==> src/rtl/lkse_pkg.sv <==
// Package for the LED/keypad serial command encoder.
// Holds command bytes, mode and kind codes, item types and the key bit table.
// No dependencies.
package lkse_pkg;

  localparam logic [1:0] MODE_INIT  = 2'd0;
  localparam logic [1:0] MODE_WRITE = 2'd1;
  localparam logic [1:0] MODE_KEYS  = 2'd2;
  localparam logic [1:0] MODE_RSVD  = 2'd3;

  localparam logic KIND_WIRE = 1'b0;
  localparam logic KIND_KEY  = 1'b1;

  localparam logic [7:0] CMD_DISPLAY_CTRL = 8'h88;
  localparam logic [7:0] CMD_AUTO_INC     = 8'h40;
  localparam logic [7:0] CMD_FIXED_ADDR   = 8'h44;
  localparam logic [7:0] CMD_READ_KEYS    = 8'h42;
  localparam logic [7:0] CMD_ADDR_BASE    = 8'hC0;

  localparam logic [2:0] BRIGHTNESS_RST = 3'd2;

  typedef struct packed {
    logic [1:0] mode;
    logic [3:0] address;
    logic [7:0] data;
    logic [6:0] key_code;
  } hold_t;

  typedef struct packed {
    logic       kind;
    logic [7:0] wire_byte;
    logic       frame_end;
    logic [6:0] key_code;
    logic       last;
  } result_t;

  function automatic logic [3:0] key_num(input logic [7:0] v);
    logic [3:0] n;
    case (v)
      8'h01:   n = 4'd1;
      8'h10:   n = 4'd2;
      8'h02:   n = 4'd3;
      8'h20:   n = 4'd4;
      8'h04:   n = 4'd5;
      8'h40:   n = 4'd6;
      8'h08:   n = 4'd7;
      8'h80:   n = 4'd8;
      default: n = 4'd0;
    endcase
    return n;
  endfunction

endpackage

==> src/rtl/led_keypad_serial_command_encoder_unit.sv <==
// Top level of the LED/keypad serial command encoder.
// The request is registered in the hold register and its first result in the result register.
// Throughput: one result per cycle while out_stall is low; init gives DISPLAY_BYTES+3 results,
// write 3, key read 2; the next request loads while the last result drains.
// Reset (rst_n, synchronous): request and result registers empty, brightness 2.
// Depends on lkse_pkg, lkse_keydec, lkse_seq.
module led_keypad_serial_command_encoder_unit import lkse_pkg::*; #(
  parameter int DISPLAY_BYTES = 16,
  parameter int SCAN_BYTES    = 4
) (
  input  logic        clk,
  input  logic        rst_n,
  input  logic        cfg_we,
  input  logic [2:0]  cfg_brightness,
  input  logic        in_valid,
  output logic        in_stall,
  input  logic [1:0]  in_mode,
  input  logic [3:0]  in_address,
  input  logic [7:0]  in_data,
  input  logic [31:0] in_scan_bytes,
  output logic        out_valid,
  input  logic        out_stall,
  output logic        out_kind,
  output logic [7:0]  out_wire_byte,
  output logic        out_frame_end,
  output logic [6:0]  out_key_code,
  output logic        out_last
);

  localparam int STEP_W = $clog2(DISPLAY_BYTES + 3);
  localparam logic [STEP_W-1:0] LAST_STEP = STEP_W'(DISPLAY_BYTES + 2);

  logic [2:0]        brightness_r;
  logic              hold_vld_r, hold_vld_nxt;
  hold_t             hold_r, hold_nxt;
  logic [STEP_W-1:0] step_r, step_nxt;
  logic              out_vld_r, out_vld_nxt;
  result_t           res_r, res_nxt;
  result_t           res;
  logic [6:0]        in_key;
  logic              in_xfer, load;

  lkse_keydec #(.SCAN_BYTES(SCAN_BYTES)) u_keydec (
    .scan_bytes (in_scan_bytes),
    .key_code   (in_key)
  );

  lkse_seq #(.DISPLAY_BYTES(DISPLAY_BYTES), .STEP_W(STEP_W)) u_seq (
    .hold       (hold_r),
    .step       (step_r),
    .brightness (brightness_r),
    .res        (res)
  );

  assign load     = hold_vld_r && (!out_vld_r || !out_stall);
  assign in_stall = hold_vld_r && !(load && res.last);
  assign in_xfer  = in_valid && !in_stall;

  always_comb begin
    hold_vld_nxt = hold_vld_r;
    hold_nxt     = hold_r;
    step_nxt     = step_r;
    if (load) begin
      if (res.last) begin
        hold_vld_nxt = 1'b0;
      end else begin
        step_nxt = step_r + STEP_W'(1);
      end
    end
    if (in_xfer) begin
      hold_vld_nxt      = (in_mode != MODE_RSVD);
      hold_nxt.mode     = in_mode;
      hold_nxt.address  = in_address;
      hold_nxt.data     = in_data;
      hold_nxt.key_code = in_key;
      step_nxt          = '0;
    end
  end

  always_comb begin
    out_vld_nxt = out_vld_r;
    res_nxt     = res_r;
    if (load) begin
      out_vld_nxt = 1'b1;
      res_nxt     = res;
    end else if (!out_stall) begin
      out_vld_nxt = 1'b0;
    end
  end

  always_ff @(posedge clk) begin
    if (!rst_n) begin
      brightness_r <= BRIGHTNESS_RST;
      hold_vld_r   <= 1'b0;
      out_vld_r    <= 1'b0;
      step_r       <= '0;
    end else begin
      if (cfg_we) begin
        brightness_r <= cfg_brightness;
      end
      hold_vld_r <= hold_vld_nxt;
      out_vld_r  <= out_vld_nxt;
      step_r     <= step_nxt;
    end
  end

  always_ff @(posedge clk) begin
    hold_r <= hold_nxt;
    res_r  <= res_nxt;
  end

  assign out_valid     = out_vld_r;
  assign out_kind      = res_r.kind;
  assign out_wire_byte = res_r.wire_byte;
  assign out_frame_end = res_r.frame_end;
  assign out_key_code  = res_r.key_code;
  assign out_last      = res_r.last;

  a_idle_ready: assert property (@(posedge clk) disable iff (!rst_n)
    !hold_vld_r |-> !in_stall)
    else $error("input stalled with no request held");

  a_step_range: assert property (@(posedge clk) disable iff (!rst_n)
    hold_vld_r |-> step_r <= LAST_STEP)
    else $error("step counter beyond last result");

  a_key_closes: assert property (@(posedge clk) disable iff (!rst_n)
    (out_valid && out_kind == KIND_KEY) |-> (out_last && out_frame_end))
    else $error("key result does not close the request");

  a_rsvd_drop: assert property (@(posedge clk) disable iff (!rst_n)
    (in_valid && !in_stall && in_mode == MODE_RSVD) |=> !hold_vld_r)
    else $error("reserved mode request was held");

endmodule

==> src/rtl/lkse_keydec.sv <==
// Key scan decoder: maps each single-bit scan byte to its key number and sums them.
// Depends on lkse_pkg.
module lkse_keydec import lkse_pkg::*; #(
  parameter int SCAN_BYTES = 4
) (
  input  logic [31:0] scan_bytes,
  output logic [6:0]  key_code
);

  logic [6:0] sum;
  logic [3:0] n;

  always_comb begin
    sum = '0;
    n   = '0;
    for (int j = 0; j < SCAN_BYTES; j++) begin
      n = key_num(scan_bytes[8*j +: 8]);
      if (n != 4'd0) begin
        sum = sum + (7'(j) << 3) + 7'(n);
      end
    end
  end

  assign key_code = sum;

endmodule

==> src/rtl/lkse_seq.sv <==
// Result generator: forms the result for one step of the held request.
// Depends on lkse_pkg.
module lkse_seq import lkse_pkg::*; #(
  parameter int DISPLAY_BYTES = 16,
  parameter int STEP_W        = 5
) (
  input  hold_t             hold,
  input  logic [STEP_W-1:0] step,
  input  logic [2:0]        brightness,
  output result_t           res
);

  localparam logic [STEP_W-1:0] INIT_LAST = STEP_W'(DISPLAY_BYTES + 2);

  always_comb begin
    res           = '0;
    res.kind      = KIND_WIRE;
    case (hold.mode)
      MODE_INIT: begin
        case (step)
          STEP_W'(0): begin
            res.wire_byte = CMD_DISPLAY_CTRL | {5'd0, brightness};
            res.frame_end = 1'b1;
          end
          STEP_W'(1): begin
            res.wire_byte = CMD_AUTO_INC;
            res.frame_end = 1'b1;
          end
          STEP_W'(2): begin
            res.wire_byte = CMD_ADDR_BASE;
          end
          default: begin
            res.wire_byte = 8'd0;
            res.frame_end = (step == INIT_LAST);
            res.last      = (step == INIT_LAST);
          end
        endcase
      end
      MODE_WRITE: begin
        case (step)
          STEP_W'(0): begin
            res.wire_byte = CMD_FIXED_ADDR;
            res.frame_end = 1'b1;
          end
          STEP_W'(1): begin
            res.wire_byte = CMD_ADDR_BASE | {4'd0, hold.address};
          end
          default: begin
            res.wire_byte = hold.data;
            res.frame_end = 1'b1;
            res.last      = 1'b1;
          end
        endcase
      end
      MODE_KEYS: begin
        if (step == STEP_W'(0)) begin
          res.wire_byte = CMD_READ_KEYS;
        end else begin
          res.kind      = KIND_KEY;
          res.key_code  = hold.key_code;
          res.frame_end = 1'b1;
          res.last      = 1'b1;
        end
      end
      default: begin
        res.last = 1'b1;
      end
    endcase
  end

endmodule
==> config.mk <==
export PLATFORM = sky130hd
export DESIGN_NAME = led_keypad_serial_command_encoder_unit
export DESIGN_NICKNAME = d
export VERILOG_FILES = /design/src/rtl/lkse_pkg.sv /design/src/rtl/led_keypad_serial_command_encoder_unit.sv /design/src/rtl/lkse_keydec.sv /design/src/rtl/lkse_seq.sv
export SDC_FILE = /design/constraint.sdc
export NUM_CORES = 1
export LEC_CHECK = 0
export BUFFER_PORTS_ARGS = -buffer_cell sky130_fd_sc_hd__buf_2
export CORE_ASPECT_RATIO = 1.1
export CORE_UTILIZATION = 30
export DETAILED_ROUTE_END_ITERATION = 8
export GPL_ROUTABILITY_DRIVEN = 1
export HOLD_SLACK_MARGIN = 0.03
export PLACE_DENSITY = 0.46
export SLEW_MARGIN = 5
export SYNTH_ARGS = -nofsm -noshare
export SYNTH_HDL_FRONTEND = slang
export SYNTH_SLANG_ARGS = --single-unit
==> constraint.sdc <==
create_clock -name clk -period 5.5 [get_ports clk]
set_input_delay 0.275 -clock clk [delete_from_list [all_inputs] [get_ports clk]]
set_output_delay 0.275 -clock clk [all_outputs]
set_load 0.03 [all_outputs]
Word level (Yosys, flattened, before mapping)
Index checks and enable logic that the tools add are counted.
{"block": "totals", "register_bits": 49, "inputBits": 54, "output_inout_bits": 20, "wordCells": 109}
{"block": "classes", "n_addsub": 7, "eq_ne": 39, "muxes": 24, "bitwise": 3, "n_reduce_logical": 23}
{"operator": "case mux 4 bit (8 select lines)", "count": 4}
{"operator": "== test 8 x 1 -> 1 bit, second input constant", "count": 4}
{"operator": "== test 8 x 2 -> 1 bit, second input constant", "count": 4}
{"operator": "== test 8 x 3 -> 1 bit, second input constant", "count": 4}
{"operator": "== test 8 x 4 -> 1 bit, second input constant", "count": 4}
{"operator": "== test 8 x 5 -> 1 bit, second input constant", "count": 4}
{"operator": "== test 8 x 6 -> 1 bit, second input constant", "count": 4}
{"operator": "== test 8 x 7 -> 1 bit, second input constant", "count": 4}
{"operator": "== test 8 bit, second input constant", "count": 4}
{"operator": "two-way mux 7 bit", "count": 4}
{"operator": "case mux 9 bit (3 select lines)", "count": 1}
{"operator": "case mux 8 bit (3 select lines)", "count": 1}
{"operator": "adder 7 x 4 -> 7 bit", "count": 3}
{"operator": "case mux 8 bit (2 select lines)", "count": 1}
{"operator": "nonzero test 4 bit", "count": 4}
{"operator": "adder 7 x 5 -> 7 bit, second input constant", "count": 2}
{"operator": "two-way mux 1 bit", "count": 9}
{"operator": "two-way mux 9 bit", "count": 1}
{"operator": "OR reduction 2 bit", "count": 3}
{"operator": "adder 4 x 4 -> 5 bit, second input constant", "count": 1}
{"operator": "adder 5 x 1 -> 5 bit, second input constant", "count": 1}
{"operator": "== test 5 x 1 -> 1 bit, second input constant", "count": 1}
{"operator": "== test 5 x 2 -> 1 bit, second input constant", "count": 1}
{"operator": "== test 5 bit, second input constant", "count": 1}
{"operator": "other kinds (16)", "count": 26}

Depth between registers and ports, before layout
Gate-level depths: netlist of the first run.
{"block": "depth", "word_depth": 13, "depth_mapped": 25, "ltp_nobuf": 24}

Modules after synthesis
Synthesis of the first run repeated with hierarchy kept, for this count alone.
{"block": "hier_totals", "cells_unflattened": 366, "hier_area_um2": 3633.5}
{"module": "lkse_keydec", "n_inst": 1, "cells_per_inst": 223, "area_each_um2": 1669.1, "seq_area_each_um2": 0.0}
{"module": "led_keypad_serial_command_encoder_unit", "n_inst": 1, "cells_per_inst": 87, "area_each_um2": 1624.1, "seq_area_each_um2": 1371.3}
{"module": "lkse_seq", "n_inst": 1, "cells_per_inst": 56, "area_each_um2": 340.3, "seq_area_each_um2": 0.0}

Least setup slack after synthesis of the first run
Ideal clock, no wire load.
{"block": "synth_timing", "path_type": "in2reg", "from": "in in_scan_bytes[2]", "to": "reg hold_r[6] (netlist bit), data pin", "arrival_time_ps": 4273, "required_time_ps": 5236, "path_slack_ps": 963, "cell_stages": 23, "n_path_buf": 1, "cell_sequence": "clkbuf_1 nor4_1 o211ai_1 a21oi_1 ha_1 a21o_1 a21oi_1 xor2_1 o21ai_0 and2_1 ha_1 and2_1 a22o_1 a211oi_1 a31oi_1 ha_1 inv_1 ha_1 a21oi_1 o21bai_1 a21oi_1 nor2_1 xor2_1"}
{"block": "synth_between", "elab_chain_len": 13}
{"element": "from (decl)", "line_no": "led_keypad_serial_command_encoder_unit.sv:20", "source": "input logic [31:0] in_scan_bytes,"}
{"element": "== test 8 bit (tied with other cells)", "line_no": "lkse_pkg.sv:39", "source": "case (v)"}
{"element": "case mux 4 bit (8 select lines) (*)", "line_no": "lkse_pkg.sv:39"}
{"element": "nonzero test 4 bit", "line_no": "lkse_keydec.sv:18", "source": "if (n != 4'd0) begin"}
{"element": "two-way mux 4 bit (*)", "line_no": "lkse_keydec.sv:18"}
{"element": "adder 4 x 4 -> 5 bit", "line_no": "lkse_keydec.sv:19", "source": "sum = sum + (7'(j) << 3) + 7'(n);"}
{"element": "adder 7 x 4 -> 7 bit", "line_no": "lkse_keydec.sv:19"}
{"element": "two-way mux 7 bit (*)", "line_no": "lkse_keydec.sv:18"}
{"element": "adder 7 x 5 -> 7 bit", "line_no": "lkse_keydec.sv:19"}
{"element": "adder 7 x 4 -> 7 bit", "line_no": "lkse_keydec.sv:19"}
{"element": "two-way mux 7 bit (*)", "line_no": "lkse_keydec.sv:18"}
{"element": "adder 7 x 5 -> 7 bit", "line_no": "lkse_keydec.sv:19"}
{"element": "adder 7 x 4 -> 7 bit", "line_no": "lkse_keydec.sv:19"}
{"element": "two-way mux 7 bit (*)", "line_no": "lkse_keydec.sv:18"}
{"element": "via in_key[6]", "line_no": "led_keypad_serial_command_encoder_unit.sv:40", "source": "logic [6:0] in_key;"}
{"element": "to (signal assigned)", "line_no": "led_keypad_serial_command_encoder_unit.sv:108", "source": "hold_r <= hold_nxt;"}
{"element": "to (decl)", "line_no": "led_keypad_serial_command_encoder_unit.sv:35", "source": "hold_t hold_r, hold_nxt;"}
The timed path passes the listed nets; every way through them passes the cells marked *.
A chain may end at the register's enable or synchronous reset.

Worst setup path in the final report of the first run
{"block": "layout_timing", "from": "in in_scan_bytes[1]", "to": "reg hold_r[6] (netlist bit), data pin"}
The elaborated chain is that of the path after synthesis.

==> results.toml, run 1 <==
[status]
status = "completed"

[clock_network]
cts_hold_buffers = 0
h-tree-depth = 2
clock_sinks = 49
clock_latency_ps = 290
postCtsSetupBuffers = 0
cts_buffers = 5
cts-root-buf = "clkbuf_16"
ctsResizeCount = 0
clk_pin_slew_ps = 60
cts_max_path_buffers = 2
tritoncts = "yes"

[placement]
place_congestion = 0.7358
port-buffer-count = 73
dpl.hpwl_um = 6108
dp_slack_ps = 445.9
placed_cells = 593

[setup_path]
slowest_delay_ps = 330
cpMaxStageDelayCell = "nor4_4"
endpoint_kind = "flip-flop"
critPathLaunchType = "input pin"
crit_fanout = 6
setup.worst_path.class = "input pin to flip-flop"
critPathArrivalTime_ps = 4780
path_cells = "buf_2 > nor4_4 > nand4bb_1 > a21oi_1 > ha_1 > a21o_1 > a21oi_1 > xor2_1 > o21ai_0 > and2_1 > ha_1 > and2_1 > a22o_1 > a211oi_1 > a31oi_1 > ha_1 > inv_1 > ha_1 > a21oi_1 > o21bai_1 > a21oi_1 > nor2_1 > xor2_1"
timing.critical_path.required_ps = 5530

[floorplan]
die_h_um = 117.2
dieArea_sq_mm = 0.01250
die_w_um = 106.7
io_pins = 74
initial_core_util = 0.3120
core_area_sq_mm = 0.01159
num_rows = 41

[timing]
finalSetupTns_ps = 0
clock.fmax_mhz = 210.5
period_share = 0.8636
finClkSkew_ps = 3.175
fin_ws_ps = 750.0
final_max_slew_viol_count = 0
finalHoldViolCount = 0
min_period_ps = 4750
rsz0062_at_grt = "no"
slew_headroom = 0.2633
worst_slew_pin_slew_ps = 1105
setup_viol = 0

[detailed_routing]
drtIter0Drc = 77
route.detailed.drc = 0
firstDrtPassIters = 5
vias = 3019
viasPerCell = 5.023
wl_per_cell_um = 13.03
routed_wl_um = 7833
drtAntennaViolNets = 0

[global_routing]
grt_pass1_wl_um = 12810
grt_usage = 0.1290
grt_max_degree = 22
overflow = 0
antenna_found_initial = 0
grt_pass1_vias = 2758

[power_and_ir_drop]
power_density_mw_per_mm2 = 217.1
p_leak_nw = 1.792
vdd_ir_drop_max_mv = 0.1416

[synthesis]
synth_cell_types = 60
async_flop_share = 0
synth.top_cell.area_share = 0.3238
synth-edff-count = 39
synth_warnings = 0
syn-cell-area_sq_mm = 0.003617
ys_ff_latch = 49
netlist_instances = 388
synth_flop_cell = "edfxtp_1"
synth_nets = 467
yosysTopAreaCell = "edfxtp_1"
yosysSeqAreaShare = 0.3791
synth_area_leaders = "edfxtp_1, ha_1, dfxtp_1"
synth.avg_cell_area_sq_um = 9.323

[layout]
final_cell_mix = "buf_2, edfxtp_1, nor2_1"
nets = 529
area_growth_pct = 17.47
post-route-util = 0.3665
final_common_cell = "buf_2"
stdcell_count = 601
fillers = 1245
drive_above_1_share = 0.2018
diodes = 0

[worst_hold_path]
hold_path.class = "input pin to flip-flop"

[job]
cap_violations = 0
-- cell usage after synthesis (6+ instances only) --
| master | n |
|---|---|
| a21o_1 | 7 |
| a21oi_1 | 22 |
| and2_1 | 16 |
| buf_2 | 7 |
| clkbuf_1 | 9 |
| dfxtp_1 | 10 |
| edfxtp_1 | 39 |
| ha_1 | 22 |
| inv_1 | 18 |
| mux2i_1 | 6 |
| nand2_1 | 21 |
| nand3_1 | 11 |
| nor2_1 | 37 |
| nor2b_1 | 9 |
| nor3_1 | 9 |
| nor4_1 | 7 |
| o21ai_0 | 30 |
| xnor2_1 | 12 |
| xor2_1 | 14 |
-- final cells by class --
class	count	area, sq um	area share
Timing Repair Buffer	74	372.9	0.08775
Clock buffer	6	128.9	0.03033
Multi-Input combinational cell	302	2087	0.4912
Sequential cell	49	1371	0.3227
Inverter	18	67.56	0.01590
Tap cell	150	187.7	0.04417
Clock inverter	2	33.78	0.007951
-- kinds of logic after synthesis --
logic type | count (synthesis) | share of synthesized area
and+or+nand+nor | 143 | 0.2221
AOI/OAI and AO/OA | 101 | 0.1785
DFF | 49 | 0.3791
buffers and inverters | 37 | 0.04393
xor gates and xnor gates | 26 | 0.06295
adders and majority gates | 25 | 0.09270
muxes | 7 | 0.02075
-- sequential cells by signal, indices dropped and copies added (netlist names) --
| signal | cells |
|---|---|
| hold_r | 21 |
| out_wire_byte | 8 |
| out_key_code | 7 |
| step_r | 5 |
| brightness_r | 3 |
| hold_vld_r | 1 |
| out_frame_end | 1 |
| out_kind | 1 |
| out_last | 1 |
| out_valid | 1 |
-- power by group --
part	switching (mW)	internal, mW
clock	0.121	0.213
sequential	0.00943	0.426
combinational	0.0976	0.0563
-- layer usage --
metal | up-vias | part of all wire | global-route usage
met3 | 5 | 0.040 | 0.02547
li1 | 1552 | - | -
met1 | 1404 | 0.43 | 0.1491
met4 | 0 | 0.012 | 0.03836
met2 | 58 | 0.51 | 0.2409
met5 | - | 0 | 0
-- worst paths after layout --
check,slack (ps),to,start,cells past startpoint
worst max-delay path,750,hold_r[6],in_scan_bytes[1],23
worst min-delay path,160,hold_r[10],in_data[3],1
worst max register to register,3090,hold_r[12],hold_r[19],6
worst min register to register,470,brightness_r[1],brightness_r[1],2
-- stage by stage --
stage	hold WS, ps	power (mW)	instance area (sq um)
6_report	160.0	0.9226	4249
5_1_grt	144.5	0.9693	4249
4_1_cts	154.5	0.9334	4249
3_5_place_dp	453.1	0.5978	4086
3_3_place_gp	447.9	0.5962	4086
2_1_floorplan	336.9	0.5421	3617
-- critical path: cells and delay by family --
family / cells / cell delay (ps)
compound gates: 10 / 1870
buf+inv: 2 / 180
simple gates: 5 / 850
fa+ha+maj: 4 / 1220
xor+xnor: 2 / 370
No activity file was read; power rests on OpenSTA's default activity.
==> run 2: changes to the inputs <==
- CORE_UTILIZATION: 30 -> 55
- PLACE_DENSITY: 0.46 -> 0.8
==> run 2 against run 1 <==
Total power down 8.6%. Register-to-register slack worse by 410 ps. Final cell count down 12%. Largest power group unchanged. Non-clock buffer count unchanged. Die area down 45%. Count of clock-buffer cells in the layout up 1. Clock skew up 14 ps. Sequential cell count unchanged. Highest routed layer unchanged. Cell area down 3.2%. Routed wire length down 7.0%. First-iteration DRC count up 30%. Global-route usage up 9.1 points. Critical endpoint unchanged.
==> results.toml, run 2 (synthesis results as in run 1) <==
[timing]
finClkSkew_ps = 17.25
setup_viol = 0
finalSetupTns_ps = 0
finalHoldViolCount = 0
period_share = 0.8472
final_max_slew_viol_count = 0
clock.fmax_mhz = 214.6
rsz0062_at_grt = "no"
worst_slew_pin_slew_ps = 1012
slew_headroom = 0.3256
min_period_ps = 4660

[worst_hold_path]
hold_path_startpoint = "in_data[7]"
hold_path_depth = 1
worstHoldEndpoint = "hold_r[14]"
hold_path.class = "input pin to flip-flop"

[detailed_routing]
route.detailed.drc = 0
vias = 3057
drtAntennaViolNets = 0
highest_layer = "met4"
drtIter0Drc = 100
dr_wl_met3_um = 336
wl_met2_um = 3963
firstDrtPassIters = 4
viasPerCell = 5.757
wl_per_cell_um = 13.72
routed_wl_um = 7286
drt-met1-wl_um = 2926

[placement]
port-buffer-count = 73
dpl.hpwl_um = 5815
place_congestion = 0.8555

[floorplan]
num_rows = 30
die_h_um = 87.06
core_area_sq_mm = 0.006269
dieArea_sq_mm = 0.006906
initial_core_util = 0.5770
io_pins = 74
die_w_um = 79.33

[layout]
final_common_cell = "buf_2"
diodes = 0
area_growth_pct = 13.77
nets = 529
final_cell_mix = "buf_2, edfxtp_1, nor2_1"
drive_above_1_share = 0.2040
regMostFlops = "hold_r"
largest_reg_flops = 21

[clock_network]
clk_pin_slew_ps = 90
ctsResizeCount = 0
clock_sinks = 49
tritoncts = "yes"
clock_latency_ps = 300
cts_hold_buffers = 0
h-tree-depth = 2
cts_max_path_buffers = 2
cts_buffers = 5
postCtsSetupBuffers = 0
cts-root-buf = "clkbuf_8"

[setup_path]
r2r_end = "hold_r[20]"
endpoint_kind = "flip-flop"
worstRegToRegCells = 6
crit_buf_inv = 2
timing.critical_path.required_ps = 5530
path_cells = "buf_2 > nor4_4 > nand4bb_1 > a21oi_1 > ha_1 > a21o_1 > a21oi_1 > xor2_1 > o21ai_0 > and2_1 > ha_1 > and2_1 > a22o_1 > a211oi_1 > a31oi_1 > ha_1 > inv_1 > ha_1 > a21oi_1 > o21bai_1 > a21oi_1 > nor2_1 > xor2_1"
cpMaxStageDelayCell = "ha_1"
critPathArrivalTime_ps = 4690
crit_fanout = 6
rrSetupSlack_ps = 2680
reg2reg_from = "hold_r[19]"
critPathTopFamily = "compound AO/OA/AOI/OAI gates"
setup.worst_path.class = "input pin to flip-flop"
critPathLaunchType = "input pin"
slowest_delay_ps = 320
worstSetupStartpoint = "in_scan_bytes[1]"

[global_routing]
grt_pass1_vias = 2698
antenna_found_initial = 0
grt_pass1_wl_um = 11890
overflow = 0
grt_usage = 0.2200
grt_max_degree = 20

[job]
cap_violations = 0

[power_and_ir_drop]
power_density_mw_per_mm2 = 204.9
vdd_ir_drop_max_mv = 0.1718
p_total_uw = 843.3
p_leak_nw = 1.772

[status]
status = "completed"
run 2: cell count changes in the layout (fill, tap and decap cells not counted), sizes merged:
| cell | previous run | this run |
|---|---|---|
| clkbuf | 6 | 7 |
| clkinv | 1 | 0 |
run 2: cell type report:
cell class              count  area [sq um]
clock buffers               7         86.33
clock inverters             1         30.03
fillers                   522          2153
inverters                  18         67.56
multi-input cells         302          2087
flip-flops and latches     49          1371
well taps                  80         100.1
repair buffers             74         372.9
run 2: per-stage QoR:
| stage | setup slack (ps) | util | instance area, sq um | hold slack (ps) | instances |
|---|---|---|---|---|---|
| after floorplan | 962.9 | - | 3617 | 336.9 | 388 |
| after global placement | 699.9 | 0.6379 | 3999 | 451.2 | 523 |
| after detailed placement | 492.5 | 0.6379 | 3999 | 453.1 | 523 |
| after CTS | 808.4 | 0.6565 | 4115 | 138.6 | 531 |
| after global routing | 422.8 | 0.6565 | 4115 | 124.3 | 531 |
| final | 840.2 | 0.6565 | 4115 | 144.5 | 531 |
run 2: worst register-to-register path: stages (launching register included):
cell and delay, ps:
edfxtp_1 590, nor4b_1 600, nand3b_1 220, nand3_1 210, a21boi_2 110, nor2_1 440
buf_4 350
run 2: where the power goes:
group,internal [mW],switching [mW]
sequential,0.425,0.00964
clock,0.148,0.107
combinational,0.0562,0.0972
total,0.630,0.214
run 2: worst max path at each step:
| stage | endpoint | slack [ps] | cells after the start |
|---|---|---|---|
| finish | hold_r[6] | 840 | 23 |
| global route | hold_r[6] | 420 | 23 |
| CTS | hold_r[6] | 810 | 22 |
| floorplan | hold_r[6] | 960 | 23 |
| global placement | hold_r[6] | 700 | 23 |
| detailed placement | hold_r[6] | 490 | 23 |
run 2: routing by layer:
layer,global-route usage,vias up
li1,-,1545
met3,0.04607,6
met4,0.04959,0
met2,0.4122,95
met1,0.2548,1411
met5,0,-
==> run 3: changes to the inputs <==
- ABC_AREA: not set -> 1
- CORE_UTILIZATION: 55 -> 50
- PLACE_DENSITY: 0.8 -> 0.77
- clock period: 5.5 -> 3.7 ns (I/O delays scaled with it)
==> run 3 against run 2 <==
Synthesized area down 3.7%. Sequential power rose by 48%. Total power rose by 42%. Routed wire length up 6.7%. Register-to-register slack lost 1600 ps. Sequential share of layout area is 3.7 points lower. Critical path depth up 5. Clock power is 26% higher. Highest routed layer unchanged.
==> results.toml, run 3 <==
[status]
status = "completed"

[synthesis]
ys_ff_latch = 49
synth-edff-count = 39
yosys.cell_count.top_type = "nand2_1"
yosysTopAreaCell = "edfxtp_1"
netlist_instances = 464
synth_nets = 543
async_flop_share = 0
synth_area_leaders = "edfxtp_1, nand2_1, ha_1"
synth_flop_cell = "edfxtp_1"
synth_warnings = 0
synth_cell_types = 38
yosysSeqAreaShare = 0.3937
synth.top_cell.area_share = 0.3362
synth.avg_cell_area_sq_um = 7.507
synthTopCellsByCount = "nand2_1, nor2_1, inv_1"
syn-cell-area_sq_mm = 0.003483

[power_and_ir_drop]
p_leak_nw = 2.349
p_total_mw = 1.196
vdd_ir_drop_max_mv = 0.2411
power_density_mw_per_mm2 = 258.4

[layout]
drive_above_1_share = 0.3518
diodes = 0
multiInputGateArea_sq_mm = 0.002117
nets = 655
regArea_sq_mm = 0.001371
fillers = 544
area_growth_pct = 32.94
final_common_cell = "nand2_1"
final_cell_mix = "nand2_1, buf_2, nor2_1"
largest_reg_flops = 21
regMostFlops = "hold_r"

[timing]
finalHoldViolCount = 0
slew_headroom = 0.2723
clock.fmax_mhz = 276.2
period_share = 0.9786
min_period_ps = 3621
rsz0062_at_grt = "yes"
worst_slew_pin_slew_ps = 1090
setup_viol = 0
finalSetupTns_ps = 0
finClkSkew_ps = 14.32
final_max_slew_viol_count = 0

[detailed_routing]
drtAntennaViolNets = 0
routed_wl_um = 7771
vias = 3294
viasPerCell = 4.998
wl_per_cell_um = 11.79
firstDrtPassIters = 4
drtIter0Drc = 76
route.detailed.drc = 0

[floorplan]
dieArea_sq_mm = 0.007305
io_pins = 74
core_area_sq_mm = 0.006671
num_rows = 31
initial_core_util = 0.5221
die_h_um = 89.54
die_w_um = 81.58

[global_routing]
antenna_found_initial = 0
overflow = 0
grt_pass1_wl_um = 12080
grt_pass1_vias = 3065
grt_usage = 0.2111
grt_max_degree = 23

[setup_path]
timing.critical_path.required_ps = 3760
critPathLaunchType = "input pin"
critPathArrivalTime_ps = 3680
endpoint_kind = "flip-flop"
cp_common_cell = "nand2_1"
crit_fanout = 4
setup.worst_path.class = "input pin to flip-flop"
worstRegToRegCells = 9
cpMaxStageDelayCell = "fa_2"
slowest_delay_ps = 380

[clock_network]
clk_pin_slew_ps = 90
h-tree-depth = 2
clock_sinks = 49
cts_buffers = 5
tritoncts = "yes"
cts-root-buf = "clkbuf_8"
clock_latency_ps = 300
cts_max_path_buffers = 2

[worst_hold_path]
hold_path_depth = 1
hold_path.class = "input pin to flip-flop"

[placement]
place_congestion = 0.8705
dpl.hpwl_um = 6289
port-buffer-count = 73

[job]
cap_violations = 0
[run 3: cell families (layout without fill, tap and decap cells)]
group,count (synthesis),count (layout),share of synthesized area
AOI/OAI and AO/OA,33,33,0.05460
xor gates and xnor gates,9,9,0.02263
adders and majority gates,25,25,0.09626
buffers and inverters,79,192,0.08585
DFF,49,49,0.3937
and+or+nand+nor,269,269,0.3470
[run 3: report_power, final]
part	internal, mW	switching [mW]	total [mW]
registers	0.631	0.0121	0.643
clock network	0.152	0.170	0.322
logic	0.0885	0.143	0.232
total	0.871	0.326	1.20
[run 3: repair_timing]
item,in CTS,in global routing
gates cloned,0,0
gates resized for setup,6,62
pin swaps,3,39
setup buffers,0,5
endpoints found under the setup margin,3,4
hold buffers,0,0
[run 3: worst paths after layout]
kind,slack [ps],from,endpoint
worst max-delay path,80,in_scan_bytes[5],hold_r[6]
worst min-delay path,60,in_data[7],hold_r[14]
worst max register to register,1070,step_r[0],hold_r[5]
worst min register to register,490,out_valid,out_valid
[run 3: per-stage QoR]
stage | std cells | utilization | area, sq um | hold WS (ps) | setup slack [ps]
2_1_floorplan | 464 | - | 3536 | 269.1 | 15.33
3_3_place_gp | 646 | 0.6313 | 4212 | 364.6 | -305.7
3_5_place_dp | 646 | 0.6313 | 4212 | 365.1 | -391.3
4_1_cts | 654 | 0.6489 | 4329 | 53.84 | -0.04885
5_1_grt | 659 | 0.6941 | 4631 | 50.38 | -119.8
6_report | 659 | 0.6941 | 4631 | 61.08 | 79.33
[run 3: per-layer routing]
metal	vias up	share of wire	global-route usage	wire, um
li1	1730	-	-	-
met1	1474	0.41	0.2347	3154
met2	76	0.54	0.4053	4189
met3	14	0.037	0.03163	288
met4	0	0.018	0.07018	139
met5	-	0	0	0
[run 3: worst max-delay path: cells and delay by family]
kind	cells	cell delay (ps)
simple gates	13	1150
fa+ha+maj	5	1310
compound gates	5	640
buf+inv	4	280
xor+xnor	1	130
[run 3: final cells by class]
cell class	count	share of cell area
Clock buffer	6	0.01783
Clock inverter	2	0.002972
Inverter	78	0.06350
Multi-Input combinational cell	336	0.4572
Sequential cell	49	0.2961
Tap cell	82	0.02216
Timing Repair Buffer	106	0.1402
